### src/sv/jbm_pkg.sv
package jbm_pkg;

    localparam int SEQ_W   = 32;
    localparam int STAMP_W = 32;
    localparam int BYTES_W = 10;
    localparam int SLOT_W  = 4;
    localparam int LEVEL_W = 5;

    localparam logic [LEVEL_W-1:0] START_LEVEL_RST = 5'd5;

    localparam logic CMD_PUSH = 1'b0;
    localparam logic CMD_POP  = 1'b1;

    // one input transfer
    typedef struct packed {
        logic               cmd;
        logic [SEQ_W-1:0]   seq_number;
        logic [STAMP_W-1:0] time_stamp;
        logic [BYTES_W-1:0] byte_count;
    } item_t;

    // one result transfer
    typedef struct packed {
        logic               delivered;
        logic [SLOT_W-1:0]  entry_slot;
        logic               overwrote;
        logic [SEQ_W-1:0]   got_seq;
        logic [STAMP_W-1:0] got_time;
        logic [BYTES_W-1:0] got_bytes;
        logic               waiting;
    } result_t;

    // stored slot descriptor
    typedef struct packed {
        logic [SEQ_W-1:0]   seq;
        logic [STAMP_W-1:0] stamp;
        logic [BYTES_W-1:0] bytes;
    } desc_t;

    typedef logic [LEVEL_W-1:0] level_t;

endpackage

### src/sv/jbm_stream_if.sv
interface jbm_stream_if #(
    parameter type payload_t = logic
);

    logic     valid;
    logic     ready;
    payload_t payload;

    modport source (
        output valid,
        output payload,
        input  ready
    );

    modport sink (
        input  valid,
        input  payload,
        output ready
    );

endinterface

### src/sv/jbm_desc_mem.sv
module jbm_desc_mem #(
    parameter int DEPTH = 16,
    parameter int IDX_W = 4
) (
    input  logic                  clk,
    input  logic                  wr_en,
    input  logic [IDX_W-1:0]      wr_addr,
    input  jbm_pkg::desc_t        wr_data,
    input  logic [IDX_W-1:0]      rd_addr,
    output jbm_pkg::desc_t        rd_data
);
    import jbm_pkg::*;

    desc_t desc_mem [DEPTH];
    desc_t rd_data_reg;

    always_ff @(posedge clk)
    begin
        if (wr_en)
        begin
            desc_mem[wr_addr] <= wr_data;
        end
        rd_data_reg <= desc_mem[rd_addr];
    end

    assign rd_data = rd_data_reg;

endmodule

### src/sv/jbm_ctrl.sv
module jbm_ctrl #(
    parameter int DEPTH         = 16,
    parameter int PAYLOAD_BYTES = 640,
    parameter int IDX_W         = 4,
    parameter int CNT_W         = 5
) (
    input  logic                  clk,
    input  logic                  rst_n,
    input  logic                  start,
    input  jbm_pkg::item_t        item,
    input  jbm_pkg::level_t       start_level,
    output logic                  idle,
    output logic                  done,
    input  logic                  taken,
    output jbm_pkg::result_t      result,
    output logic                  mem_wr_en,
    output logic [IDX_W-1:0]      mem_wr_addr,
    output jbm_pkg::desc_t        mem_wr_data,
    output logic [IDX_W-1:0]      mem_rd_addr,
    input  jbm_pkg::desc_t        mem_rd_data
);
    import jbm_pkg::*;

    localparam int CMP_W = (CNT_W > LEVEL_W) ? CNT_W : LEVEL_W;
    localparam logic [BYTES_W:0] PAYLOAD_LIM = (BYTES_W + 1)'(PAYLOAD_BYTES);

    localparam logic [2:0] ST_IDLE = 3'd0;
    localparam logic [2:0] ST_SCAN = 3'd1;
    localparam logic [2:0] ST_PUSH = 3'd2;
    localparam logic [2:0] ST_POP  = 3'd3;
    localparam logic [2:0] ST_DONE = 3'd4;

    logic [2:0]       state_reg, state_next;
    logic [CNT_W-1:0] cnt_reg, cnt_next;
    logic [DEPTH-1:0] valid_reg, valid_next;
    logic [CNT_W-1:0] fill_reg, fill_next;
    logic             refill_reg, refill_next;
    logic             cmd_reg, cmd_next;
    desc_t            item_reg, item_next;
    logic             free_found_reg, free_found_next;
    logic [IDX_W-1:0] free_idx_reg, free_idx_next;
    logic             best_found_reg, best_found_next;
    logic [IDX_W-1:0] best_idx_reg, best_idx_next;
    desc_t            best_reg, best_next;
    result_t          res_reg, res_next;

    logic [IDX_W-1:0] cmp_idx;
    logic [SEQ_W-1:0] seq_diff;
    logic             older;
    logic [IDX_W-1:0] target;
    logic [BYTES_W-1:0] bytes_lim;

    // shared serial-number compare unit: slot under test against current best
    assign seq_diff = mem_rd_data.seq - best_reg.seq;
    assign older    = seq_diff[SEQ_W-1];
    assign cmp_idx  = IDX_W'(cnt_reg - CNT_W'(1));
    assign target   = free_found_reg ? free_idx_reg : best_idx_reg;
    assign bytes_lim = ({1'b0, item.byte_count} > PAYLOAD_LIM) ?
                       PAYLOAD_LIM[BYTES_W-1:0] : item.byte_count;

    always_comb
    begin
        state_next      = state_reg;
        cnt_next        = cnt_reg;
        valid_next      = valid_reg;
        fill_next       = fill_reg;
        refill_next     = refill_reg;
        cmd_next        = cmd_reg;
        item_next       = item_reg;
        free_found_next = free_found_reg;
        free_idx_next   = free_idx_reg;
        best_found_next = best_found_reg;
        best_idx_next   = best_idx_reg;
        best_next       = best_reg;
        res_next        = res_reg;
        mem_wr_en       = 1'b0;

        case (state_reg)
            ST_IDLE:
            begin
                if (start)
                begin
                    cmd_next        = item.cmd;
                    item_next.seq   = item.seq_number;
                    item_next.stamp = item.time_stamp;
                    item_next.bytes = bytes_lim;
                    cnt_next        = '0;
                    free_found_next = 1'b0;
                    best_found_next = 1'b0;
                    res_next        = '0;
                    if (item.cmd == CMD_PUSH)
                    begin
                        state_next = ST_SCAN;
                    end
                    else if (fill_reg == '0)
                    begin
                        // empty buffer: enter refill
                        refill_next      = 1'b1;
                        res_next.waiting = 1'b1;
                        state_next       = ST_DONE;
                    end
                    else if (refill_reg &&
                             (CMP_W'(fill_reg) < CMP_W'(start_level)))
                    begin
                        res_next.waiting = 1'b1;
                        state_next       = ST_DONE;
                    end
                    else
                    begin
                        refill_next = 1'b0;
                        state_next  = ST_SCAN;
                    end
                end
            end

            ST_SCAN:
            begin
                // read issued at cnt, compare works on the registered read data of slot cnt - 1
                cnt_next = cnt_reg + CNT_W'(1);
                if (cnt_reg != '0)
                begin
                    if (!valid_reg[cmp_idx])
                    begin
                        if (!free_found_reg)
                        begin
                            free_found_next = 1'b1;
                            free_idx_next   = cmp_idx;
                        end
                    end
                    else if (!best_found_reg || older)
                    begin
                        best_found_next = 1'b1;
                        best_idx_next   = cmp_idx;
                        best_next       = mem_rd_data;
                    end
                end
                if (cnt_reg == CNT_W'(DEPTH))
                begin
                    state_next = (cmd_reg == CMD_PUSH) ? ST_PUSH : ST_POP;
                end
            end

            ST_PUSH:
            begin
                mem_wr_en          = 1'b1;
                valid_next[target] = 1'b1;
                if (free_found_reg)
                begin
                    fill_next = fill_reg + CNT_W'(1);
                end
                res_next.delivered  = 1'b1;
                res_next.entry_slot = SLOT_W'(target);
                res_next.overwrote  = !free_found_reg;
                res_next.waiting    = refill_reg;
                state_next          = ST_DONE;
            end

            ST_POP:
            begin
                valid_next[best_idx_reg] = 1'b0;
                fill_next           = fill_reg - CNT_W'(1);
                res_next.delivered  = 1'b1;
                res_next.entry_slot = SLOT_W'(best_idx_reg);
                res_next.got_seq    = best_reg.seq;
                res_next.got_time   = best_reg.stamp;
                res_next.got_bytes  = best_reg.bytes;
                res_next.waiting    = refill_reg;
                state_next          = ST_DONE;
            end

            ST_DONE:
            begin
                if (taken)
                begin
                    state_next = ST_IDLE;
                end
            end

            default:
            begin
                state_next = ST_IDLE;
            end
        endcase
    end

    always_ff @(posedge clk or negedge rst_n)
    begin
        if (!rst_n)
        begin
            state_reg  <= ST_IDLE;
            valid_reg  <= '0;
            fill_reg   <= '0;
            refill_reg <= 1'b0;
        end
        else
        begin
            state_reg  <= state_next;
            valid_reg  <= valid_next;
            fill_reg   <= fill_next;
            refill_reg <= refill_next;
        end
    end

    always_ff @(posedge clk)
    begin
        cnt_reg        <= cnt_next;
        cmd_reg        <= cmd_next;
        item_reg       <= item_next;
        free_found_reg <= free_found_next;
        free_idx_reg   <= free_idx_next;
        best_found_reg <= best_found_next;
        best_idx_reg   <= best_idx_next;
        best_reg       <= best_next;
        res_reg        <= res_next;
    end

    assign idle        = (state_reg == ST_IDLE);
    assign done        = (state_reg == ST_DONE);
    assign result      = res_reg;
    assign mem_wr_addr = target;
    assign mem_wr_data = item_reg;
    assign mem_rd_addr = cnt_reg[IDX_W-1:0];

endmodule

### src/sv/jitter_buffer_manager_core.sv
// jitter buffer descriptor manager: a push stores sequence number, timestamp and
// byte count in the lowest free slot, or overwrites the slot holding the oldest
// sequence number (serial comparison, lowest index on a tie) when all DEPTH
// slots are full; a pop hands back the oldest valid slot and frees it, or
// returns nothing while the buffer is empty or refilling up to start_level.
// the reported slot index addresses an external payload memory. one item is
// handled at a time: a push, or a pop that returns an entry, runs a slot
// scan that reads the descriptor memory one slot per cycle through a single
// compare unit before its result is ready; a pop that returns nothing skips
// the scan and reports waiting.
// a result waits in an output register until the sink takes the transfer.
// start_level may be written through cfg whenever the block is idle; cfg is
// always ready. byte counts above PAYLOAD_BYTES are stored clamped.
module jitter_buffer_manager_core #(
    parameter int DEPTH         = 16,
    parameter int PAYLOAD_BYTES = 640
) (
    input  logic               clk,
    input  logic               rst_n,
    jbm_stream_if.sink         in_ch,
    jbm_stream_if.source       out_ch,
    jbm_stream_if.sink         cfg
);
    import jbm_pkg::*;

    // slot index and fill count widths
    localparam int IDX_W = (DEPTH > 1) ? $clog2(DEPTH) : 1;
    localparam int CNT_W = $clog2(DEPTH + 1);

    level_t  start_level_reg;
    item_t   in_item;

    // controller status
    logic    ctrl_idle;
    logic    ctrl_done;
    result_t ctrl_result;
    logic    out_load;

    // descriptor memory ports
    logic             mem_wr_en;
    logic [IDX_W-1:0] mem_wr_addr;
    desc_t            mem_wr_data;
    logic [IDX_W-1:0] mem_rd_addr;
    desc_t            mem_rd_data;

    // output register
    logic    out_valid_reg, out_valid_next;
    result_t out_data_reg;

    // config register, written on a cfg transfer
    assign cfg.ready = 1'b1;

    always_ff @(posedge clk or negedge rst_n)
    begin
        if (!rst_n)
        begin
            start_level_reg <= START_LEVEL_RST;
        end
        else if (cfg.valid)
        begin
            start_level_reg <= level_t'(cfg.payload);
        end
    end

    // input side: ready only while the sequencer is idle
    assign in_item     = item_t'(in_ch.payload);
    assign in_ch.ready = ctrl_idle;

    jbm_ctrl #(
        .DEPTH         (DEPTH),
        .PAYLOAD_BYTES (PAYLOAD_BYTES),
        .IDX_W         (IDX_W),
        .CNT_W         (CNT_W)
    ) u_ctrl (
        .clk         (clk),
        .rst_n       (rst_n),
        .start       (in_ch.valid & ctrl_idle),
        .item        (in_item),
        .start_level (start_level_reg),
        .idle        (ctrl_idle),
        .done        (ctrl_done),
        .taken       (out_load),
        .result      (ctrl_result),
        .mem_wr_en   (mem_wr_en),
        .mem_wr_addr (mem_wr_addr),
        .mem_wr_data (mem_wr_data),
        .mem_rd_addr (mem_rd_addr),
        .mem_rd_data (mem_rd_data)
    );

    jbm_desc_mem #(
        .DEPTH (DEPTH),
        .IDX_W (IDX_W)
    ) u_desc_mem (
        .clk     (clk),
        .wr_en   (mem_wr_en),
        .wr_addr (mem_wr_addr),
        .wr_data (mem_wr_data),
        .rd_addr (mem_rd_addr),
        .rd_data (mem_rd_data)
    );

    // output register loads when empty or when its transfer completes
    assign out_load       = ctrl_done && (!out_valid_reg || out_ch.ready);
    assign out_valid_next = out_load || (out_valid_reg && !out_ch.ready);

    always_ff @(posedge clk or negedge rst_n)
    begin
        if (!rst_n)
        begin
            out_valid_reg <= 1'b0;
        end
        else
        begin
            out_valid_reg <= out_valid_next;
        end
    end

    always_ff @(posedge clk)
    begin
        if (out_load)
        begin
            out_data_reg <= ctrl_result;
        end
    end

    assign out_ch.valid   = out_valid_reg;
    assign out_ch.payload = out_data_reg;

endmodule
### src/flat_wrapper.sv
// flat-port wrapper written by rule: the top's interface ports become plain ports
module jitter_buffer_manager_core_flat import jbm_pkg::*;
#(
    parameter int DEPTH         = 16,
    parameter int PAYLOAD_BYTES = 640
)
  (clk, rst_n, in_ch_valid, in_ch_payload, in_ch_ready, out_ch_valid, out_ch_payload, out_ch_ready, cfg_valid, cfg_payload, cfg_ready);
  jbm_stream_if in_ch_i ();
  jbm_stream_if out_ch_i ();
  jbm_stream_if cfg_i ();
  input  logic clk;
  input  logic rst_n;
  input wire logic [$bits(in_ch_i.valid)-1:0] in_ch_valid;
  input wire logic [$bits(in_ch_i.payload)-1:0] in_ch_payload;
  output wire logic [$bits(in_ch_i.ready)-1:0] in_ch_ready;
  output wire logic [$bits(out_ch_i.valid)-1:0] out_ch_valid;
  output wire logic [$bits(out_ch_i.payload)-1:0] out_ch_payload;
  input wire logic [$bits(out_ch_i.ready)-1:0] out_ch_ready;
  input wire logic [$bits(cfg_i.valid)-1:0] cfg_valid;
  input wire logic [$bits(cfg_i.payload)-1:0] cfg_payload;
  output wire logic [$bits(cfg_i.ready)-1:0] cfg_ready;
  assign in_ch_i.valid = in_ch_valid;
  assign in_ch_i.payload = in_ch_payload;
  assign in_ch_ready = in_ch_i.ready;
  assign out_ch_valid = out_ch_i.valid;
  assign out_ch_payload = out_ch_i.payload;
  assign out_ch_i.ready = out_ch_ready;
  assign cfg_i.valid = cfg_valid;
  assign cfg_i.payload = cfg_payload;
  assign cfg_ready = cfg_i.ready;
  jitter_buffer_manager_core #(.DEPTH(DEPTH), .PAYLOAD_BYTES(PAYLOAD_BYTES)) u_core (.clk(clk), .rst_n(rst_n), .in_ch(in_ch_i), .out_ch(out_ch_i), .cfg(cfg_i));
endmodule
### config.mk
export PLATFORM = sky130hd
export DESIGN_NAME = jitter_buffer_manager_core_flat
export DESIGN_NICKNAME = d
export VERILOG_FILES = /design/src/sv/jbm_pkg.sv /design/src/sv/jbm_stream_if.sv /design/src/sv/jbm_desc_mem.sv /design/src/sv/jbm_ctrl.sv /design/src/sv/jitter_buffer_manager_core.sv /design/src/flat_wrapper.sv
export SDC_FILE = /design/constraint.sdc
export NUM_CORES = 1
export LEC_CHECK = 0
export ABC_CLOCK_PERIOD_IN_PS = 4200
export BUFFER_PORTS_ARGS = -buffer_cell sky130_fd_sc_hd__buf_2
export CORE_AREA = 4 4 41 43
export DETAILED_ROUTE_END_ITERATION = 8
export DIE_AREA = 0 0 45 47
export GPL_TIMING_DRIVEN = 0
export PLACE_DENSITY_LB_ADDON = 0.1
export SLEW_MARGIN = 20
export SYNTH_ARGS = -nofsm -noshare
export SYNTH_HDL_FRONTEND = slang
export SYNTH_SLANG_ARGS = --single-unit
### constraint.sdc
create_clock -name clk -period 4.2 [get_ports clk]
set_input_delay 0 -clock clk [delete_from_list [all_inputs] [get_ports clk]]
set_output_delay 0 -clock clk [all_outputs]
set_load 0.05 [all_outputs]
==> results of run 1 <==
[cell type report]
cell class,count,area [µm²]
plain buffers,4,27.53
repair buffers,6,35.03
inverters,3,11.26
well taps,15,18.77
flip-flops and latches,9,250.2
clock buffers,4,26.28
multi-input cells,28,215.2
fillers,124,716.9
[layer usage]
metal	track usage (%)	up-vias	wire length [µm]
met3	2.682	5	44
met1	10.40	159	354
li1	-	170	-
met5	0	-	0
met4	10.53	0	34
met2	15.82	9	417
[worst paths after layout]
kind,start,endpoint,slack [ns]
setup reg to reg,u_core.u_ctrl.state_reg[1],u_core.u_ctrl.cnt_reg[1],2.64
hold reg to reg,u_core.out_ch.valid,u_core.out_ch.valid,0.53
max in group asynchronous,rst_n,u_core.out_ch.valid,4.02
min in group asynchronous,rst_n,u_core.u_ctrl.state_reg[1],0.07
hold / removal,out_ch_ready,u_core.out_ch.valid,0.03
setup / recovery,u_core.u_ctrl.state_reg[1],u_core.u_ctrl.cnt_reg[1],2.64
[cell families (layout without fill, tap and decap cells)]
logic type,after synthesis,count (layout)
buffers and inverters,7,17
muxes,2,2
and+or+nand+nor,18,18
adders and majority gates,2,2
DFF,9,9
AOI/OAI and AO/OA,3,3
other,2,2
xor gates and xnor gates,1,1
[worst max-delay path: stages, from the launching register on]
cell     delay [ns]
dfrtp_1        0.38
buf_2          0.18
nor3_1         0.62
[layout by cell type (no fill, tap or decap), drive strengths merged]
cell         n
nor3         2
o31ai        1
dlygate4sd3  1
nand3        2
nor4bb       3
nor2b        1
o21ai        1
mux2         2
nor2         4
nand2b       3
buf          9
inv          3
xnor2        1
nor4b        2
or3b         1
a2111oi      1
edfxtp       5
clkbuf       4
ha           2
conb         2
dfrtp        4
[power groups by stage]
stage | clock (mW) | combinational, mW | sequential (mW)
global route | 0.0731 | 0.175 | 0.178
CTS | 0.0686 | 0.164 | 0.174
global placement | 0 | 0.156 | 0.172
finish | 0.0656 | 0.161 | 0.173
detailed placement | 0 | 0.163 | 0.175
floorplan | 0 | 0.134 | 0.169
[stage by stage]
| step | instances | total power [mW] |
|---|---|---|
| after floorplan | 44 | 0.3025 |
| after global placement | 64 | 0.3283 |
| after detailed placement | 64 | 0.3383 |
| after CTS | 69 | 0.4070 |
| after global routing | 69 | 0.4263 |
| final | 69 | 0.3997 |
[repair_timing]
action                                  CTS  global route
hold endpoints to repair                  4             0
resized for setup                         0             0
endpoints found under the setup margin    0             0
hold buffers                              1             0
==> results.toml, run 1 <==
[synth]
synthesis.instances = 44
ys_seq_area_share_pct = 49.63
muxShareOfSynthArea_pct = 4.467
synth_adder_area_share_pct = 4.963
synth-xor-area-share_pct = 1.737
yosysMostFrequentCell = "edfxtp_1"
synth-compound-area-share_pct = 4.467
ys_ff_latch = 9
yosys.area_share.simple_pct = 25.56
ys_top_cells_by_count = "edfxtp_1, dfrtp_1"
ys.flop_type = "edfxtp_1"
synth_top_area_cell = "edfxtp_1"
synth_area_per_cell_um2 = 11.46
synth_edf_count = 5
synthTopCellsByArea = "edfxtp_1, dfrtp_1, nor4bb_1"
ys_async_sr_fraction_pct = 44.44
synth_top_family_by_area = "simple AND/OR/NAND/NOR gates"
synthDominantCellAreaShare_pct = 29.78
syn_area_um2 = 504.2
syn_nets = 53
synth.distinct_cells = 21
yosys_warnings = 0

[route]
dr.pass1.iters = 4
vias = 343
wl_per_cell_um = 12.32
viasPerCell = 4.971
remaining_drc_errors = 0
drt_iter0_markers = 4
drtAntennaViolNets = 0
routed_wl_um = 850

[die]
initial_utilization_pct = 38.75
dieArea_um2 = 2115
core_um2 = 1301
die_h_um = 47
dieWidth_um = 45
ioPinCount = 11
row_count = 13

[setup_path]
cp.arrival_ns = 1.45
cp.required_ns = 4.09
path_class = "reg -> reg"
critPathMaxFanout = 10
end_kind = "register"
r2r_cells = 2
start_kind = "register"

[timing]
worst_pin_slew_ns = 0.7177
period_minus_slack_ns = 1.556
max-slew-margin-rel_pct = 51.79
hold_violations = 0
setup_viol = 0
fin_worst_skew_ns = 0.003785
hold_ws_ns = 0.03112
finalCritPeriodShare_pct = 37.05
setup_slack_ns = 2.644
final.setup.tns_ns = 0
final_max_slew_viol_count = 0
rsz0062_at_grt = "no"
max_freq_ghz = 0.6427

[placed_design]
post-place-ws_ns = 2.659
place_area_um2 = 548.0
io_buffers = 5
place_congestion = 0.6880
dp_hpwl_um = 689.2

[layout]
area_delta_synth_final_pct = 15.88
finalNetCount = 64
drive_gt1_share_pct = 31.48
utilization_pct = 44.90
largest_register_ffs = 5
design_area_um2 = 584.3
antennaDiodeCount = 0

[clock_network]
clockBufferDepth = 2
cts.clk_slew.worst_paths_ns = 0.06
cts_buffers = 3
tritoncts = "done"
cts_setup_buffers = 0
cts.sinks = 9
clock_latency_ns = 0.26
root_buffer = "clkbuf_4"
htreeDepth = 1

[power_and_ir_drop]
power.share.combinational_pct = 40.3
p_leak_nw = 0.2588
seq_power_share_pct = 43.3
peakVddDrop_v = 0.0002582
p_clk_share_pct = 16.4
intPower_mw = 0.2546
p_sw_mw = 0.1452
switching_share_pct = 36.31
power.density_nw_per_um2 = 684.1

[outcome]
status = "finished clean"

[grt]
antenna_found_initial = 0
grt_util_all_layers_pct = 10.01
grt_pass1_vias = 336
grt_pass1_wl_mm = 1.421
overflow = 0
grt_max_degree = 11

[job]
maxCapViolCount = 0

[worst_hold_path]
min_path_cells = 3
holdCritPathClass = "in -> reg"
(Power assumes the default switching activity.)
==> run 2, diff against run 1 <==
--- a/config.mk
+++ b/config.mk
@@ -5,7 +5,8 @@
 export SDC_FILE = /design/constraint.sdc
 export NUM_CORES = 1
 export LEC_CHECK = 0
-export ABC_CLOCK_PERIOD_IN_PS = 4200
+export ABC_AREA = 1
+export ABC_CLOCK_PERIOD_IN_PS = 1400
 export BUFFER_PORTS_ARGS = -buffer_cell sky130_fd_sc_hd__buf_2
 export CORE_AREA = 4 4 41 43
 export DETAILED_ROUTE_END_ITERATION = 8
==> constraint.sdc (replaced) <==
create_clock -name clk -period 1.4 [get_ports clk]
set_input_delay 0 -clock clk [delete_from_list [all_inputs] [get_ports clk]]
set_output_delay 0 -clock clk [all_outputs]
set_load 0.05 [all_outputs]
==> results.toml, run 2 <==
[layout]
instances_no_fill = 81
largest_register_ffs = 5
area_delta_synth_final_pct = 18.80
antennaDiodeCount = 0
utilization_pct = 45.58
final_common_cell = "inv_1"
finalNetCount = 76
drive_gt1_share_pct = 27.27
final_cell_mix = "inv_1, nand2_1, nor2_1"

[die]
dieWidth_um = 45
core_um2 = 1301
die_h_um = 47
initial_utilization_pct = 38.37
dieArea_um2 = 2115
row_count = 13
ioPinCount = 11

[grt]
antenna_found_initial = 0
grt_max_degree = 7
grt_util_all_layers_pct = 8.939
grt_pass1_vias = 286
grt_pass1_wl_mm = 1.269
overflow = 0

[power_and_ir_drop]
power.density_nw_per_um2 = 2153
p_leak_nw = 0.2938
power_mw = 1.277
peakVddDrop_v = 0.001033

[route]
dr.pass1.iters = 4
wl_per_cell_um = 9.753
routed_wl_um = 790
drtAntennaViolNets = 0
vias = 337
viasPerCell = 4.160
drt_iter0_markers = 13
remaining_drc_errors = 0

[clock_network]
cts_buffers = 3
tritoncts = "done"
cts.clk_slew.worst_paths_ns = 0.06
clockBufferDepth = 2
cts.sinks = 9
clock_latency_ns = 0.27
cts_setup_buffers = 0
root_buffer = "clkbuf_4"
htreeDepth = 1

[synth]
yosys_warnings = 0
ys_ff_latch = 9
synth_top_area_cell = "edfxtp_1"
synth_edf_count = 5
ys_seq_area_share_pct = 50.13
synthTopCellsByArea = "edfxtp_1, dfrtp_1, inv_1"
synth_area_per_cell_um2 = 9.077
syn_nets = 64
synthesis.instances = 55
yosysMostFrequentCell = "inv_1"
syn_area_um2 = 499.2
synth.distinct_cells = 20
ys_async_sr_fraction_pct = 44.44
ys_top_cells_by_count = "inv_1, nand2_1, nor2_1, edfxtp_1"
synthDominantCellAreaShare_pct = 30.08
ys.flop_type = "edfxtp_1"

[setup_path]
cp.required_ns = 1.34
r2r_start = "u_core.u_ctrl.state_reg[2]"
start_kind = "register"
critPathMaxFanout = 5
cp.arrival_ns = 1.23
path_class = "reg -> reg"
crit_path_start = "u_core.u_ctrl.state_reg[2]"
end_kind = "register"

[timing]
finalCritPeriodShare_pct = 92.29
setup_viol = 0
hold_violations = 0
max_freq_ghz = 0.7739
final_max_slew_viol_count = 0
fin_worst_skew_ns = 0.004837
final.setup.tns_ns = 0
rsz0062_at_grt = "no"
setup_slack_ns = 0.1079
period_minus_slack_ns = 1.292

[placed_design]
dp_cells = 75
post-place-ws_ns = -0.07767
dp_hpwl_um = 608.8
place_congestion = 0.6708
io_buffers = 5

[outcome]
status = "finished clean"

[job]
maxCapViolCount = 0

[worst_hold_path]
holdCritPathClass = "in -> async"
## run 2: critical path, stage by stage (launching register included)
cell	delay (ns)
dfrtp_1	0.45
nor2_4	0.13
nand2_1	0.11
o21ai_2	0.28
## run 2: cells by family after synthesis
kind of cell	count (synthesis)	share of synthesized area (%)
simple gates	21	20.30
buf+inv	13	11.28
flops	9	50.13
compound gates	7	10.03
fa+ha+maj	2	5.012
other cells	2	1.504
xor+xnor	1	1.755
## run 2: final timing paths
kind                                               to  slack [ns]  depth (start not counted)
hold reg to reg                   u_core.out_ch.valid        0.56                          2
hold / removal                    u_core.out_ch.valid        0.07                          2
max in group asynchronous  u_core.u_ctrl.state_reg[1]        1.22                          2
min in group clk           u_core.u_ctrl.state_reg[0]        0.07                          3
setup reg to reg             u_core.u_ctrl.cnt_reg[4]        0.11                          3
setup / recovery             u_core.u_ctrl.cnt_reg[4]        0.11                          3
## run 2: routing by layer
layer,vias up,routed length [µm],part of all wire [%],track usage [%]
met5,-,0,0,0
met4,0,23,2.9,8.772
met2,11,263,33,9.605
met3,3,69,8.7,2.299
li1,193,-,-,-
met1,130,434,55,13.35
## run 2: cell type report
type | instances | area [µm²]
fill | 132 | 708.2
sequential | 9 | 250.2
multi-input combinational | 33 | 196.4
timing repair buffer | 7 | 45.04
inverter | 11 | 41.29
clock buffer | 4 | 26.28
tap | 15 | 18.77
buffer | 2 | 15.01
## run 2: what timing repair did
action                                  in CTS  in global routing
endpoints found under the setup margin       5                  0
hold buffers                                 2                  0
endpoints found under the hold margin        5                  0
resized for setup                            1                  0
## run 2: metrics by stage
stage	hold slack, ns	instance area (µm²)
6_report	0.06514	593.1
5_1_grt	0.06347	593.1
4_1_cts	0.05804	593.1
3_5_place_dp	-0.1887	543.0
3_3_place_gp	-0.1905	543.0
2_1_floorplan	-0.2956	499.2
## run 2: power breakdown
group | internal (mW) | switching [mW] | leakage, nW | total, mW
Clock | 0.110 | 0.0996 | 0.0150 | 0.210
Sequential | 0.437 | 0.0865 | 0.105 | 0.523
Combinational | 0.183 | 0.361 | 0.173 | 0.544
